**config.mk**
```make
export PLATFORM = sky130hd
export DESIGN_NAME = quality_bin_run_length_encoder_unit
export DESIGN_NICKNAME = d
export VERILOG_FILES = /design/src/qbrle_pkg.sv /design/src/qbrle_front.sv /design/src/qbrle_queue.sv /design/src/qbrle_back.sv /design/src/quality_bin_run_length_encoder_unit.sv
export VERILOG_INCLUDE_DIRS = /design/src /design/src/src
export SDC_FILE = /design/constraint.sdc
export NUM_CORES = 1
export LEC_CHECK = 0
export BUFFER_PORTS_ARGS = -buffer_cell sky130_fd_sc_hd__buf_2
export CAP_MARGIN = 0
export CORE_UTILIZATION = 40
export CTS_CLUSTER_SIZE = 8
export DETAILED_ROUTE_END_ITERATION = 8
export GPL_TIMING_DRIVEN = 0
export SYNTH_ARGS = -nofsm -noshare
export SYNTH_HDL_FRONTEND = slang
export SYNTH_SLANG_ARGS = --single-unit
```
**constraint.sdc**
```tcl
create_clock -name clk -period 3.35 [get_ports clk]
set_input_delay 0.1675 -clock clk [delete_from_list [all_inputs] [get_ports clk]]
set_output_delay 0.1675 -clock clk [all_outputs]
set_load 0.02 [all_outputs]
```
**src/quality_bin_run_length_encoder_unit_defines.svh**
```systemverilog
// Assertion macros for the quality bin run-length encoder RTL.
`ifndef QUALITY_BIN_RUN_LENGTH_ENCODER_UNIT_DEFINES_SVH
`define QUALITY_BIN_RUN_LENGTH_ENCODER_UNIT_DEFINES_SVH

// Check that holds at every edge, reset included.
`define QBRLE_ASSERT_ALWAYS(lbl, expr, msg) \
	lbl: assert property (@(posedge clk) expr) else $error(msg);

// Check that is ignored while reset is asserted.
`define QBRLE_ASSERT(lbl, expr, msg) \
	lbl: assert property (@(posedge clk) disable iff (!arst_n) expr) else $error(msg);

`endif

```
**src/qbrle_pkg.sv**
```systemverilog
// Shared types, constants and the bin mapping for the quality bin run-length encoder.
package qbrle_pkg;

	localparam int BIN_W = 3;
	localparam int CNT_W = 5;
	localparam logic [CNT_W-1:0] CNT_MAX = 5'd31;

	localparam logic [7:0] TH_BIN7 = 8'd73;
	localparam logic [7:0] TH_BIN6 = 8'd68;
	localparam logic [7:0] TH_BIN5 = 8'd63;
	localparam logic [7:0] TH_BIN4 = 8'd58;
	localparam logic [7:0] TH_BIN3 = 8'd53;
	localparam logic [7:0] TH_BIN2 = 8'd43;
	localparam logic [7:0] TH_BIN1 = 8'd35;

	// Queue between front and back; depth must stay a power of two.
	localparam int Q_DEPTH = 4;
	localparam int QPTR_W = $clog2(Q_DEPTH);
	localparam int QCNT_W = QPTR_W + 1;

	typedef struct packed {
		logic [BIN_W-1:0] bin;
		logic [CNT_W-1:0] cnt;
		logic             last;
	} entry_t;

	typedef struct packed {
		logic [1:0] n;
		entry_t     e0;
		entry_t     e1;
	} push_t;

	typedef struct packed {
		logic not_empty;
		logic no_room;
	} q_stat_t;

	function automatic logic [BIN_W-1:0] bin_of(input logic [7:0] q);
		logic [BIN_W-1:0] b;
		if (q >= TH_BIN7)      b = 3'd7;
		else if (q >= TH_BIN6) b = 3'd6;
		else if (q >= TH_BIN5) b = 3'd5;
		else if (q >= TH_BIN4) b = 3'd4;
		else if (q >= TH_BIN3) b = 3'd3;
		else if (q >= TH_BIN2) b = 3'd2;
		else if (q >= TH_BIN1) b = 3'd1;
		else                   b = 3'd0;
		return b;
	endfunction

endpackage

```
**src/qbrle_front.sv**
```systemverilog
// Front end: accepts quality characters, bins them and tracks the open run.
module qbrle_front (
	input  logic                clk,
	input  logic                arst_n,
	input  logic                in_valid,
	output logic                in_stall,
	input  logic [7:0]          quality,
	input  logic                last,
	input  qbrle_pkg::q_stat_t  q_stat,
	output qbrle_pkg::push_t    push
);

	logic [qbrle_pkg::BIN_W-1:0] run_bin_q;
	logic [qbrle_pkg::CNT_W-1:0] run_cnt_q;
	logic                        run_open_q;

	logic                        accept;
	logic [qbrle_pkg::BIN_W-1:0] b;
	logic                        close_old;
	logic                        cont;
	logic                        full;
	logic [qbrle_pkg::BIN_W-1:0] new_bin;
	logic [qbrle_pkg::CNT_W-1:0] new_cnt;

	assign in_stall = q_stat.no_room;
	assign accept   = in_valid && !in_stall;

	always_comb begin
		b         = qbrle_pkg::bin_of(quality);
		close_old = run_open_q && (b != run_bin_q);
		cont      = run_open_q && (b == run_bin_q);
		new_bin   = cont ? run_bin_q : b;
		new_cnt   = cont ? run_cnt_q + 1'b1 : '0;
		full      = cont && (new_cnt == qbrle_pkg::CNT_MAX);

		push.e0.bin  = close_old ? run_bin_q : new_bin;
		push.e0.cnt  = close_old ? run_cnt_q : new_cnt;
		push.e0.last = close_old ? 1'b0 : last;
		push.e1.bin  = new_bin;
		push.e1.cnt  = new_cnt;
		push.e1.last = 1'b1;

		if (!accept)
			push.n = 2'd0;
		else if (close_old)
			push.n = last ? 2'd2 : 2'd1;
		else
			push.n = (full || last) ? 2'd1 : 2'd0;
	end

	always_ff @(posedge clk or negedge arst_n) begin
		if (!arst_n) begin
			run_bin_q  <= '0;
			run_cnt_q  <= '0;
			run_open_q <= 1'b0;
		end else if (accept) begin
			// a full run or the end of a string leaves nothing pending
			run_open_q <= !(last || full);
			run_bin_q  <= last ? '0 : new_bin;
			run_cnt_q  <= last ? '0 : new_cnt;
		end
	end

endmodule

```
**src/qbrle_queue.sv**
```systemverilog
// Short code queue: takes up to two entries per cycle, gives one.
`include "quality_bin_run_length_encoder_unit_defines.svh"

module qbrle_queue (
	input  logic                clk,
	input  logic                arst_n,
	input  qbrle_pkg::push_t    push,
	input  logic                pop,
	output qbrle_pkg::entry_t   head,
	output qbrle_pkg::q_stat_t  q_stat
);

	qbrle_pkg::entry_t entries_q [qbrle_pkg::Q_DEPTH];

	logic [qbrle_pkg::QPTR_W-1:0] wptr_q;
	logic [qbrle_pkg::QPTR_W-1:0] rptr_q;
	logic [qbrle_pkg::QCNT_W-1:0] cnt_q;

	assign head             = entries_q[rptr_q];
	assign q_stat.not_empty = (cnt_q != '0);
	// need room for a two-entry transaction before taking an item
	assign q_stat.no_room   = (cnt_q > qbrle_pkg::QCNT_W'(qbrle_pkg::Q_DEPTH - 2));

	always_ff @(posedge clk) begin
		if (push.n != 2'd0)
			entries_q[wptr_q] <= push.e0;
		if (push.n == 2'd2)
			entries_q[wptr_q + 1'b1] <= push.e1;
	end

	always_ff @(posedge clk or negedge arst_n) begin
		if (!arst_n) begin
			wptr_q <= '0;
			rptr_q <= '0;
			cnt_q  <= '0;
		end else begin
			wptr_q <= wptr_q + qbrle_pkg::QPTR_W'(push.n);
			rptr_q <= rptr_q + qbrle_pkg::QPTR_W'(pop);
			cnt_q  <= cnt_q + qbrle_pkg::QCNT_W'(push.n) - qbrle_pkg::QCNT_W'(pop);
		end
	end

	`QBRLE_ASSERT_ALWAYS(a_cnt_bound, cnt_q <= qbrle_pkg::QCNT_W'(qbrle_pkg::Q_DEPTH), "queue overfilled")
	`QBRLE_ASSERT(a_pop_nonempty, pop |-> cnt_q != '0, "pop from empty queue")
	`QBRLE_ASSERT(a_push_room, (push.n != 2'd0) |-> !q_stat.no_room, "push without room")

endmodule

```
**src/qbrle_back.sv**
```systemverilog
// Back end: drains the code queue into the registered output channel.
module qbrle_back (
	input  logic                clk,
	input  logic                arst_n,
	input  qbrle_pkg::entry_t   head,
	input  qbrle_pkg::q_stat_t  q_stat,
	output logic                pop,
	output logic                out_valid,
	input  logic                out_stall,
	output logic [7:0]          code,
	output logic                last_res
);

	logic       out_valid_q;
	logic [7:0] code_q;
	logic       last_res_q;

	// advance when the output slot is free or its transaction completes
	assign pop = q_stat.not_empty && (!out_valid_q || !out_stall);

	always_ff @(posedge clk or negedge arst_n) begin
		if (!arst_n)
			out_valid_q <= 1'b0;
		else if (!out_valid_q || !out_stall)
			out_valid_q <= q_stat.not_empty;
	end

	always_ff @(posedge clk) begin
		if (pop) begin
			code_q     <= {head.bin, head.cnt};
			last_res_q <= head.last;
		end
	end

	assign out_valid = out_valid_q;
	assign code      = code_q;
	assign last_res  = last_res_q;

endmodule

```
**src/quality_bin_run_length_encoder_unit.sv**
```systemverilog
// Top level of the quality bin run-length encoder.
// Takes one quality character per cycle unless stalled and emits run-length code bytes (bin
// in bits 7..5, run length minus one in bits 4..0), closing a run on a bin change, at 32
// symbols, or on the character flagged last, whose final byte carries last_res. The front end
// bins and counts combinationally and writes zero, one or two codes into a four-entry queue;
// the back end moves one code per cycle, when out_stall allows, into the output register, and
// the output port sets the sustained rate: one item per cycle while items average at most one
// code, with input stall raised whenever the queue has fewer than two free entries.
module quality_bin_run_length_encoder_unit (
	input  logic       clk,
	input  logic       arst_n,
	input  logic       in_valid,
	output logic       in_stall,
	input  logic [7:0] quality,
	input  logic       last,
	output logic       out_valid,
	input  logic       out_stall,
	output logic [7:0] code,
	output logic       last_res
);

	qbrle_pkg::push_t   push;
	qbrle_pkg::q_stat_t q_stat;
	qbrle_pkg::entry_t  head;
	logic               pop;

	qbrle_front u_front (
		.clk      (clk),
		.arst_n   (arst_n),
		.in_valid (in_valid),
		.in_stall (in_stall),
		.quality  (quality),
		.last     (last),
		.q_stat   (q_stat),
		.push     (push)
	);

	qbrle_queue u_queue (
		.clk    (clk),
		.arst_n (arst_n),
		.push   (push),
		.pop    (pop),
		.head   (head),
		.q_stat (q_stat)
	);

	qbrle_back u_back (
		.clk       (clk),
		.arst_n    (arst_n),
		.head      (head),
		.q_stat    (q_stat),
		.pop       (pop),
		.out_valid (out_valid),
		.out_stall (out_stall),
		.code      (code),
		.last_res  (last_res)
	);

endmodule

```
* Word-level counts from Yosys, hierarchy flattened
Memory sizes are Yosys's and may differ from the RTL's. A register that Yosys moved wholly into a read port is not among the register bits.
Index checks and enable logic that the tools add are counted.
Widths: inputs -> output; s select.
** Storage, ports and cells
- Output and inout bits :: 11
- Memories :: 1
- Memory bits (writable) :: 36
- Bits in registers :: 17
- Logic and storage cells :: 61
** Cells by class
- Add/sub/neg operators :: 6
- Eq/ne operators :: 4
- Reductions and logical operators :: 13
- Order comparisons :: 8
- Multiplexer cells :: 22
** Memory list
- u_queue.entries_q :: words 4, width 9, read ports 1, clocked after memory_dff 1, wr ports 2, RTL line qbrle_queue.sv:13 : qbrle_pkg::entry_t entries_q [qbrle_pkg::Q_DEPTH];
** Operator list (number)
- $ge 8x6->1 const B :: 5
- $mux 3 :: 9
- $ge 8x7->1 const B :: 2
- $mux 5 :: 3
- $mux 1 :: 7
- $mux 2 :: 3
- $add 5x1->5 const B :: 1
- $eq 5x5->1 const B :: 1
- $logic_and 1x1->1 :: 5
- $logic_not 1->1 :: 4
- $add 3x2->3 :: 1
- $eq 3x3->1 :: 1
- $gt 3x2->1 const B :: 1
- $ne 3x3->1 :: 1
- $reduce_bool 3->1 :: 1
- $sub 3x1->3 :: 1
- $add 2x1->2 :: 1
- $add 2x1->2 const B :: 1
- $add 2x2->2 :: 1
- $eq 2x2->1 const B :: 1
- $logic_or 1x1->1 :: 2
- $reduce_bool 2->1 :: 1

* Depth between registers and ports, before layout
Gate-level depths: netlist of run 1.
- Word-level depth :: 20
- Gate-level depth with buffers :: 14
- Depth with buffers taken out :: 12

* Cells and area by module
A second synthesis of run 1 with hierarchy kept.
** Second synthesis, totals
- Cell total of the unflattened synthesis :: 282
- Area, all modules :: 3638.5 um2
** By module, submodules not included
- qbrle_queue :: cells an instance 126, sequential area each 1256.2 um2, times used 1, area an instance 2207.1 um2
- qbrle_front :: cells an instance 144, sequential area each 225.2 um2, times used 1, area an instance 1117.3 um2
- qbrle_back :: cells an instance 12, sequential area each 295.3 um2, times used 1, area an instance 314.1 um2

* Worst setup path before layout of run 1
OpenSTA, ideal clock, no wires.
- Path kind :: input port to flip-flop
- Start :: in quality[3]
- End :: reg u_queue.cnt_q[2] (netlist name)
- Stages :: 13
- Data required time :: 3270 ps
- Slack :: 225 ps
- Setup time :: 80 ps
- Arrival :: 3045 ps
- Cells stage by stage :: or4_4 > and2_4 > a211oi_4 > xnor2_1 > nor3b_4 > a21boi_1 > o21ai_4 > buf_6 > a21oi_1 > ha_1 > fa_1 > xnor2_1 > xnor2_1
** Between the ends
- Word-level cells in the longest chain between the ends :: 19
** RTL lines
- start: declaration :: RTL line quality_bin_run_length_encoder_unit.sv:14 : input logic [7:0] quality,
- $ge 8x6->1 :: RTL line qbrle_pkg.sv:46 : else if (q >= TH_BIN1) b = 3'd1;
- $mux 1 :: RTL line qbrle_pkg.sv:46
- $mux 3 :: RTL line qbrle_pkg.sv:45 : else if (q >= TH_BIN2) b = 3'd2;
- $mux 3 :: RTL line qbrle_pkg.sv:44 : else if (q >= TH_BIN3) b = 3'd3;
- $mux 3 :: RTL line qbrle_pkg.sv:43 : else if (q >= TH_BIN4) b = 3'd4;
- $mux 3 :: RTL line qbrle_pkg.sv:42 : else if (q >= TH_BIN5) b = 3'd5;
- $mux 3 :: RTL line qbrle_pkg.sv:41 : else if (q >= TH_BIN6) b = 3'd6;
- $mux 3 (*) :: RTL line qbrle_pkg.sv:40 : if (q >= TH_BIN7) b = 3'd7;
- (+3 left out)
- $eq 5x5->1 :: RTL line qbrle_front.sv:34 : full = cont && (new_cnt == qbrle_pkg::CNT_MAX);
- $logic_and 1x1->1 :: RTL line qbrle_front.sv:34
- $logic_or 1x1->1 :: RTL line qbrle_front.sv:48 : push.n = (full || last) ? 2'd1 : 2'd0;
- $mux 1 :: RTL line qbrle_front.sv:48
- $mux 2 (*) :: RTL line qbrle_front.sv:45 : else if (close_old)
- $mux 2 (*) :: RTL line qbrle_front.sv:43 : if (!accept)
- $add 3x2->3 (*) :: RTL line qbrle_queue.sv:39 : cnt_q <= cnt_q + qbrle_pkg::QCNT_W'(push.n) - qbrle_pkg::QCNT_W'(pop);
- $sub 3x1->3 (*) :: RTL line qbrle_queue.sv:39
- end signal: assignment :: RTL line qbrle_queue.sv:39
- end: declaration :: RTL line qbrle_queue.sv:17 : logic [qbrle_pkg::QCNT_W-1:0] cnt_q;
Mark *: on every way between the ends. The rest lies on a longest branch, timed or not.
A chain may end at the register's enable or synchronous reset.

* Final worst setup path of run 1
- Start :: in quality[5]
- End :: reg u_queue.cnt_q[2] (netlist name)
Same word-level chain as after synthesis.

==> run metrics, run 1 <==
status finished clean; Yosys reg bits 62; synth unique cells 50; Simple-Gate Fraction of Synth Area 14.16%; fin worst setup slack 275.3 ps; global-route wire length before repair 11.96 mm; peak supply drop 0.2374 mV; largest net degree at the start of global routing 18; vias in the first global route 2,341; Crit path required time 3600 ps; most used cell, CP xnor2_1; DR WL/cell 16.56 um; post-CTS sizing 0; Buf/Inv on CP 3; WS Path Type in2reg; RSZ-0062 raised after global routing false; area leader, netlist edfxtp_1; adder-cell area share of the yosys netlist 2.870%; DP HPWL 5.338 mm; Die ar. 0.008651 mm2; top-area cell type share of the netlist area 37.16%; Die H 93.01 um; Avg Cell Area, Syn 11.58 um2; Ant. Diodes 0; startpoint class of the critical path input port; slew margin rel. 19.87%; port bufs 23; Synth Warn # 0; post-synthesis sequential area ratio 52.42%; via count 2,352; total detailed-routing wirelength 7.106 mm; maximum clock path buffer count 2; XOR/XNOR share of the synthesized area 3.399%; Power Density 794.5 mW/mm2; initial antenna violation count 0; Tot Pwr 2972 uW; Post-Syn Nets 306; pre-CTS worst setup slack -245.2 ps; grt ovf 0; # DRC 0; Syn Inst Count 286; CP Capture Type flop; CTS sink cnt 62; critical path arrival 3330 ps; Layout fillers 738; starting density of the core 42.01%; Worst-Skew Late Latency 330 ps; CP peak stage delay 380 ps; slowest CP cell a211oi_1; Worst Path Max Fanout 10; gr usage total 18.48%; DRT Pass-1 Iters 4; min cycle time layout 3075 ps; Pleak 0.001361 uW; CTS root buf clkbuf_8; Antenna Violating Nets Remaining 0; Hold Violations, Final 0; commonest non-fill, non-tap cell in the layout edfxtp_1; Cell Area, Synth 0.003313 mm2; maxcap violations 0; share of layout cells above drive strength 1 19.88%; area delta synth->final 12.92%; worst-margin pin slew 1202 ps; FF-to-FF Start u_front.run_open_q$_DFFE_PN0P_; Async SR Flop Fraction 27.42%; RePlAce Congestion 0.8231; Top FF cell, synth edfxtp_1; FP Rows 32; Synth area leaders edfxtp_1 37%, dfrtp_1 13%, mux4_2 6.1%; Top Ports 24; fin area 0.003741 mm2; CTS tree done; DR iter-0 viols 233; delay-heaviest family, CP compound AO/OA/AOI/OAI gates; post-layout util 47.43%; compound-cell area share of the yosys netlist 17.33%; H-tree levels 3; Clock Skews 9.906 ps; Core Region 0.007888 mm2; Worst Hold Class in2reg; cts bufs inserted 9; Die W 93.01 um; # setup viols final 0; Critical path origin quality[5]; Pins Over Slew Limit 0; mux contribution to synthesized area 6.420%; placed inst area 0.003556 mm2; via/cell ratio 5.483; worst hold start out_stall; most frequent cells in the layout 41 x edfxtp_1, 33 x nand2_1, 28 x a21oi_1; largest family of logic cells by synthesized area compound AO/OA/AOI/OAI gates; Clk pin slew, worst setup/hold paths 60 ps; number of synthesized flops with an enable pin 41; CP Cell Sequence buf_2 > a211oi_1 > a21o_1 > clkbuf_1 > nand2b_1 > and2_1 > nor3b_4 > a21boi_1 > o21ai_4 > buf_6 > a21oi_1 > ha_1 > fa_1 > xnor2_1 > xnor2_1; period utilization 91.78%; final net count 342; maximum operating frequency 0.3252 GHz
[per-stage QoR]
stage | TNS (ps) | hold slack (ps) | std cells
2_1_floorplan | 0 | -128.1 | 286
3_3_place_gp | -226.1 | 123.9 | 411
3_5_place_dp | -251.7 | 139.2 | 411
4_1_cts | 0 | 24.23 | 428
5_1_grt | 0 | 59.57 | 429
6_report | 0 | 45.90 | 429
[power by group]
part | internal, uW | leakage (uW) | switching (uW) | total (uW)
Sequential | 1090 | 0.000636 | 97.4 | 1190
Clock | 265 | 0.0000743 | 298 | 563
Combinational | 468 | 0.000651 | 752 | 1220
Total | 1830 | 0.00136 | 1150 | 2970
[routing by layer]
metal | routed length (um) | vias up | track usage [%]
li1 | - | 1149 | -
met1 | 3304 | 1142 | 23.87
met2 | 3495 | 59 | 30.33
met3 | 255 | 2 | 3.496
met4 | 51 | 0 | 8.077
met5 | 0 | - | 0
[synth_stat cells (3+ instances only)]
| master | n |
|---|---|
| ha_1 | 6 |
| dfrtp_1 | 17 |
| xnor2_1 | 8 |
| edfxtp_1 | 41 |
| mux4_2 | 9 |
| nor2_1 | 19 |
| nand2b_1 | 6 |
| nand3_1 | 8 |
| clkbuf_1 | 8 |
| a21oi_1 | 28 |
| and3_1 | 3 |
| nand2_1 | 33 |
| a221o_1 | 3 |
| o22ai_1 | 4 |
| o21ai_0 | 5 |
| a21o_1 | 3 |
| and2_1 | 3 |
| o32ai_1 | 12 |
| a211oi_2 | 3 |
| dfxtp_1 | 4 |
| xor2_1 | 3 |
| nor3_1 | 4 |
| inv_1 | 17 |
| nor2b_1 | 5 |
[worst paths after layout]
check	endpoint	slack, ps	cells past startpoint
min in group asynchronous	u_queue.rptr_q[1]$_DFF_PN0_	300	2
max in group asynchronous	u_queue.cnt_q[1]$_DFF_PN0_	2740	2
worst min register to register	u_back.out_valid$_DFFE_PN0N_	480	2
worst max register to register	u_queue.cnt_q[2]$_DFF_PN0_	420	12
worst max-delay path	u_queue.cnt_q[2]$_DFF_PN0_	280	15
worst min-delay path	u_back.out_valid$_DFFE_PN0N_	50	3
[worst min-delay path, stage by stage]
cell     delay, ps
buf_2           80
nand2_1         40
nand2_1         40
[state kept, by name, summed over array words and instances, names as in the netlist]
signal              count
u_queue.entries_q      36
u_back.code             8
u_front.run_cnt_q       5
u_front.run_bin_q       3
u_queue.cnt_q           3
u_queue.rptr_q          2
u_queue.wptr_q          2
u_back.last_res         1
u_back.out_valid        1
u_front.run_open_q      1
[what timing repair did]
action	CTS	global route
endpoints found under the hold margin	17	0
endpoints found under the setup margin	0	1
hold buffers	1	0
buffers inserted	0	1
[cell families after synthesis]
group / Yosys count
buffers and inverters: 27
DFF: 62
and+or+nand+nor: 92
muxes: 10
AOI/OAI and AO/OA: 76
xor gates and xnor gates: 12
adders and majority gates: 7
[layout make-up]
class / count / area, um2 / area share [%]
Buffer: 10 / 48.80 / 1.304
Clock buffer: 10 / 127.6 / 3.411
Clock inverter: 6 / 40.04 / 1.070
Inverter: 17 / 63.81 / 1.706
Multi-Input combinational cell: 197 / 1464 / 39.13
Sequential cell: 62 / 1737 / 46.42
Tap cell: 102 / 127.6 / 3.411
Timing Repair Buffer: 25 / 132.6 / 3.545
Power figures use the tool's default switching activity.
==> run 2: changes to the inputs <==
--- a/config.mk
+++ b/config.mk
@@ -9,6 +9,7 @@
 export BUFFER_PORTS_ARGS = -buffer_cell sky130_fd_sc_hd__buf_2
 export CAP_MARGIN = 0
 export CORE_UTILIZATION = 40
+export CTS_BUF_LIST = sky130_fd_sc_hd__clkbuf_2 sky130_fd_sc_hd__clkbuf_4 sky130_fd_sc_hd__clkbuf_8
 export CTS_CLUSTER_SIZE = 8
 export DETAILED_ROUTE_END_ITERATION = 8
 export GPL_TIMING_DRIVEN = 0
==> run metrics, run 2 (same netlist as run 1, synthesis figures left out) <==
Ant. Diodes 0 (unchanged); Hold Violations, Final 0 (unchanged); CP peak stage delay 380 ps (about the same); FP Rows 32 (unchanged); Clk pin slew, worst setup/hold paths 60 ps (about the same); maxcap violations 0 (unchanged); DR iter-0 viols 232 (-0.43%); RSZ-0062 raised after global routing false; H-tree levels 3 (unchanged); most frequent cells in the layout 41 x edfxtp_1, 33 x nand2_1, 28 x a21oi_1; Antenna Violating Nets Remaining 0 (unchanged); maximum clock path buffer count 2 (unchanged); Power Density 795.4 mW/mm2 (+0.11%); post-layout util 47.48% (+0.048 points); maximum operating frequency 0.3259 GHz (+0.19%); RePlAce Congestion 0.8231 (unchanged); placed cells 411 (unchanged); CP Capture Type flop; worst-margin pin slew 1202 ps (+0.5403 ps); cts bufs inserted 9 (unchanged); commonest non-fill, non-tap cell in the layout edfxtp_1; Reg power frac 39.9% (about the same); CP Cell Sequence buf_2 > a211oi_1 > a21o_1 > clkbuf_1 > nand2b_1 > and2_1 > nor3b_4 > a21boi_1 > o21ai_4 > buf_6 > a21oi_1 > ha_1 > fa_1 > xnor2_1 > xnor2_1; port bufs 23 (unchanged); area delta synth->final 13.03%; final net count 342 (unchanged); Die W 93.01 um (unchanged); Top Ports 24 (unchanged); total detailed-routing wirelength 7.066 mm (-0.56%); critical path arrival 3330 ps (about the same); global-route wire length before repair 11.96 mm (unchanged); Pins Over Slew Limit 0 (unchanged); DP HPWL 5.338 mm (unchanged); max reg flops 36 (unchanged); WS Path Type in2reg; post-CTS sizing 0 (unchanged); Net Sw Frac 38.44% (-0.14 points); most used cell, CP xnor2_1; share of layout cells above drive strength 1 20.18% (+0.31 points); period utilization 91.61% (-0.17 points); pre-CTS worst setup slack -245.2 ps (unchanged); Pleak 0.001365 uW (+0.25%); vias in the first global route 2,341 (unchanged); Clock Skews 10.93 ps (+1.025 ps); Worst Path Max Fanout 10 (unchanged); status finished clean; Core Region 0.007888 mm2 (unchanged); slew margin rel. 19.83% (-0.036 points); Die H 93.01 um (unchanged); gr usage total 18.48% (unchanged); clock network power share 19.3% (+0.4 points); min cycle time layout 3069 ps (-5.845 ps); Int Pwr 1834 uW (+0.43%); non-filler cells, final 429 (unchanged); slowest CP cell a211oi_1; # setup viols final 0 (unchanged); fin worst setup slack 281.1 ps (+5.845 ps); Setup TNS Final 0 ps (unchanged); grt ovf 0 (unchanged); starting density of the core 42.01% (unchanged); Die ar. 0.008651 mm2 (unchanged); via count 2,354 (+0.085%); Worst Hold Class in2reg; peak supply drop 0.2360 mV (-0.59%); DRT Pass-1 Iters 4 (unchanged); r2r setup slk 420 ps (about the same); CTS tree done; Crit path required time 3610 ps (about the same); net switching power 1145 uW (-0.15%); CTS sink cnt 62 (unchanged); CTS root buf clkbuf_8; via/cell ratio 5.487 (about the same); Combinational Power Share 40.8% (-0.2 points); startpoint class of the critical path input port; Top reg by flops u_queue.entries_q; Worst-Skew Late Latency 340 ps (about the same); largest net degree at the start of global routing 18 (unchanged); DR WL/cell 16.47 um (-0.56%); # DRC 0 (unchanged); initial antenna violation count 0 (unchanged)
==> run 2: worst paths after layout <==
kind,from,endpoint,cells after the start
worst max-delay path,quality[5],u_queue.cnt_q[2]$_DFF_PN0_,15
min in group asynchronous,arst_n,u_queue.rptr_q[1]$_DFF_PN0_,2
worst min register to register,u_back.out_valid$_DFFE_PN0N_,u_back.out_valid$_DFFE_PN0N_,2
worst min-delay path,out_stall,u_back.out_valid$_DFFE_PN0N_,3
max in group asynchronous,arst_n,u_queue.cnt_q[1]$_DFF_PN0_,2
worst max register to register,u_front.run_cnt_q[0]$_DFFE_PN0P_,u_queue.cnt_q[2]$_DFF_PN0_,12
==> run 2: stage by stage <==
step	power, uW	cell area [um2]	hold slack (ps)
5_1_grt	3191	3745	59.57
3_5_place_dp	2439	3556	139.2
6_report	2979	3745	41.06
2_1_floorplan	2118	3313	-128.1
3_3_place_gp	2394	3556	123.9
4_1_cts	3021	3737	24.23
==> run 2: final cells by class <==
| cell class | instances | area [um2] |
|---|---|---|
| plain buffers | 10 | 48.80 |
| clock buffers | 10 | 131.4 |
| clock inverters | 6 | 40.04 |
| fillers | 738 | 4143 |
| inverters | 17 | 63.81 |
| multi-input cells | 197 | 1464 |
| flip-flops and latches | 62 | 1737 |
| well taps | 102 | 127.6 |
| repair buffers | 25 | 132.6 |
==> run 2: worst max-delay path: cells and delay by family <==
kind                       cells  cell delay [ps]
AOI/OAI and AO/OA              5              970
xor gates and xnor gates       2              320
adders and majority gates      2              600
buffers and inverters          3              660
and+or+nand+nor                3              590
==> run 2: routing by layer <==
metal / GRT usage (%) / routed length, um / vias up
met5: 0 / 0 / -
met4: 8.077 / 127 / 0
met3: 3.496 / 261 / 9
met2: 30.33 / 3425 / 60
met1: 23.87 / 3252 / 1133
li1: - / - / 1152
==> run 2: power by group through the flow <==
stage	registers [uW]	logic [uW]	clock network (uW)
2_1_floorplan	1260	860	0
3_3_place_gp	1200	1200	0
3_5_place_dp	1210	1230	0
4_1_cts	1190	1240	594
5_1_grt	1220	1360	617
6_report	1190	1220	574
==> run 2: timing repair <==
| item | CTS | global route |
|---|---|---|
| buffers inserted | 0 | 1 |
| hold buffers | 1 | 0 |
| hold endpoints to repair | 17 | 0 |
| setup endpoints to repair | 0 | 1 |
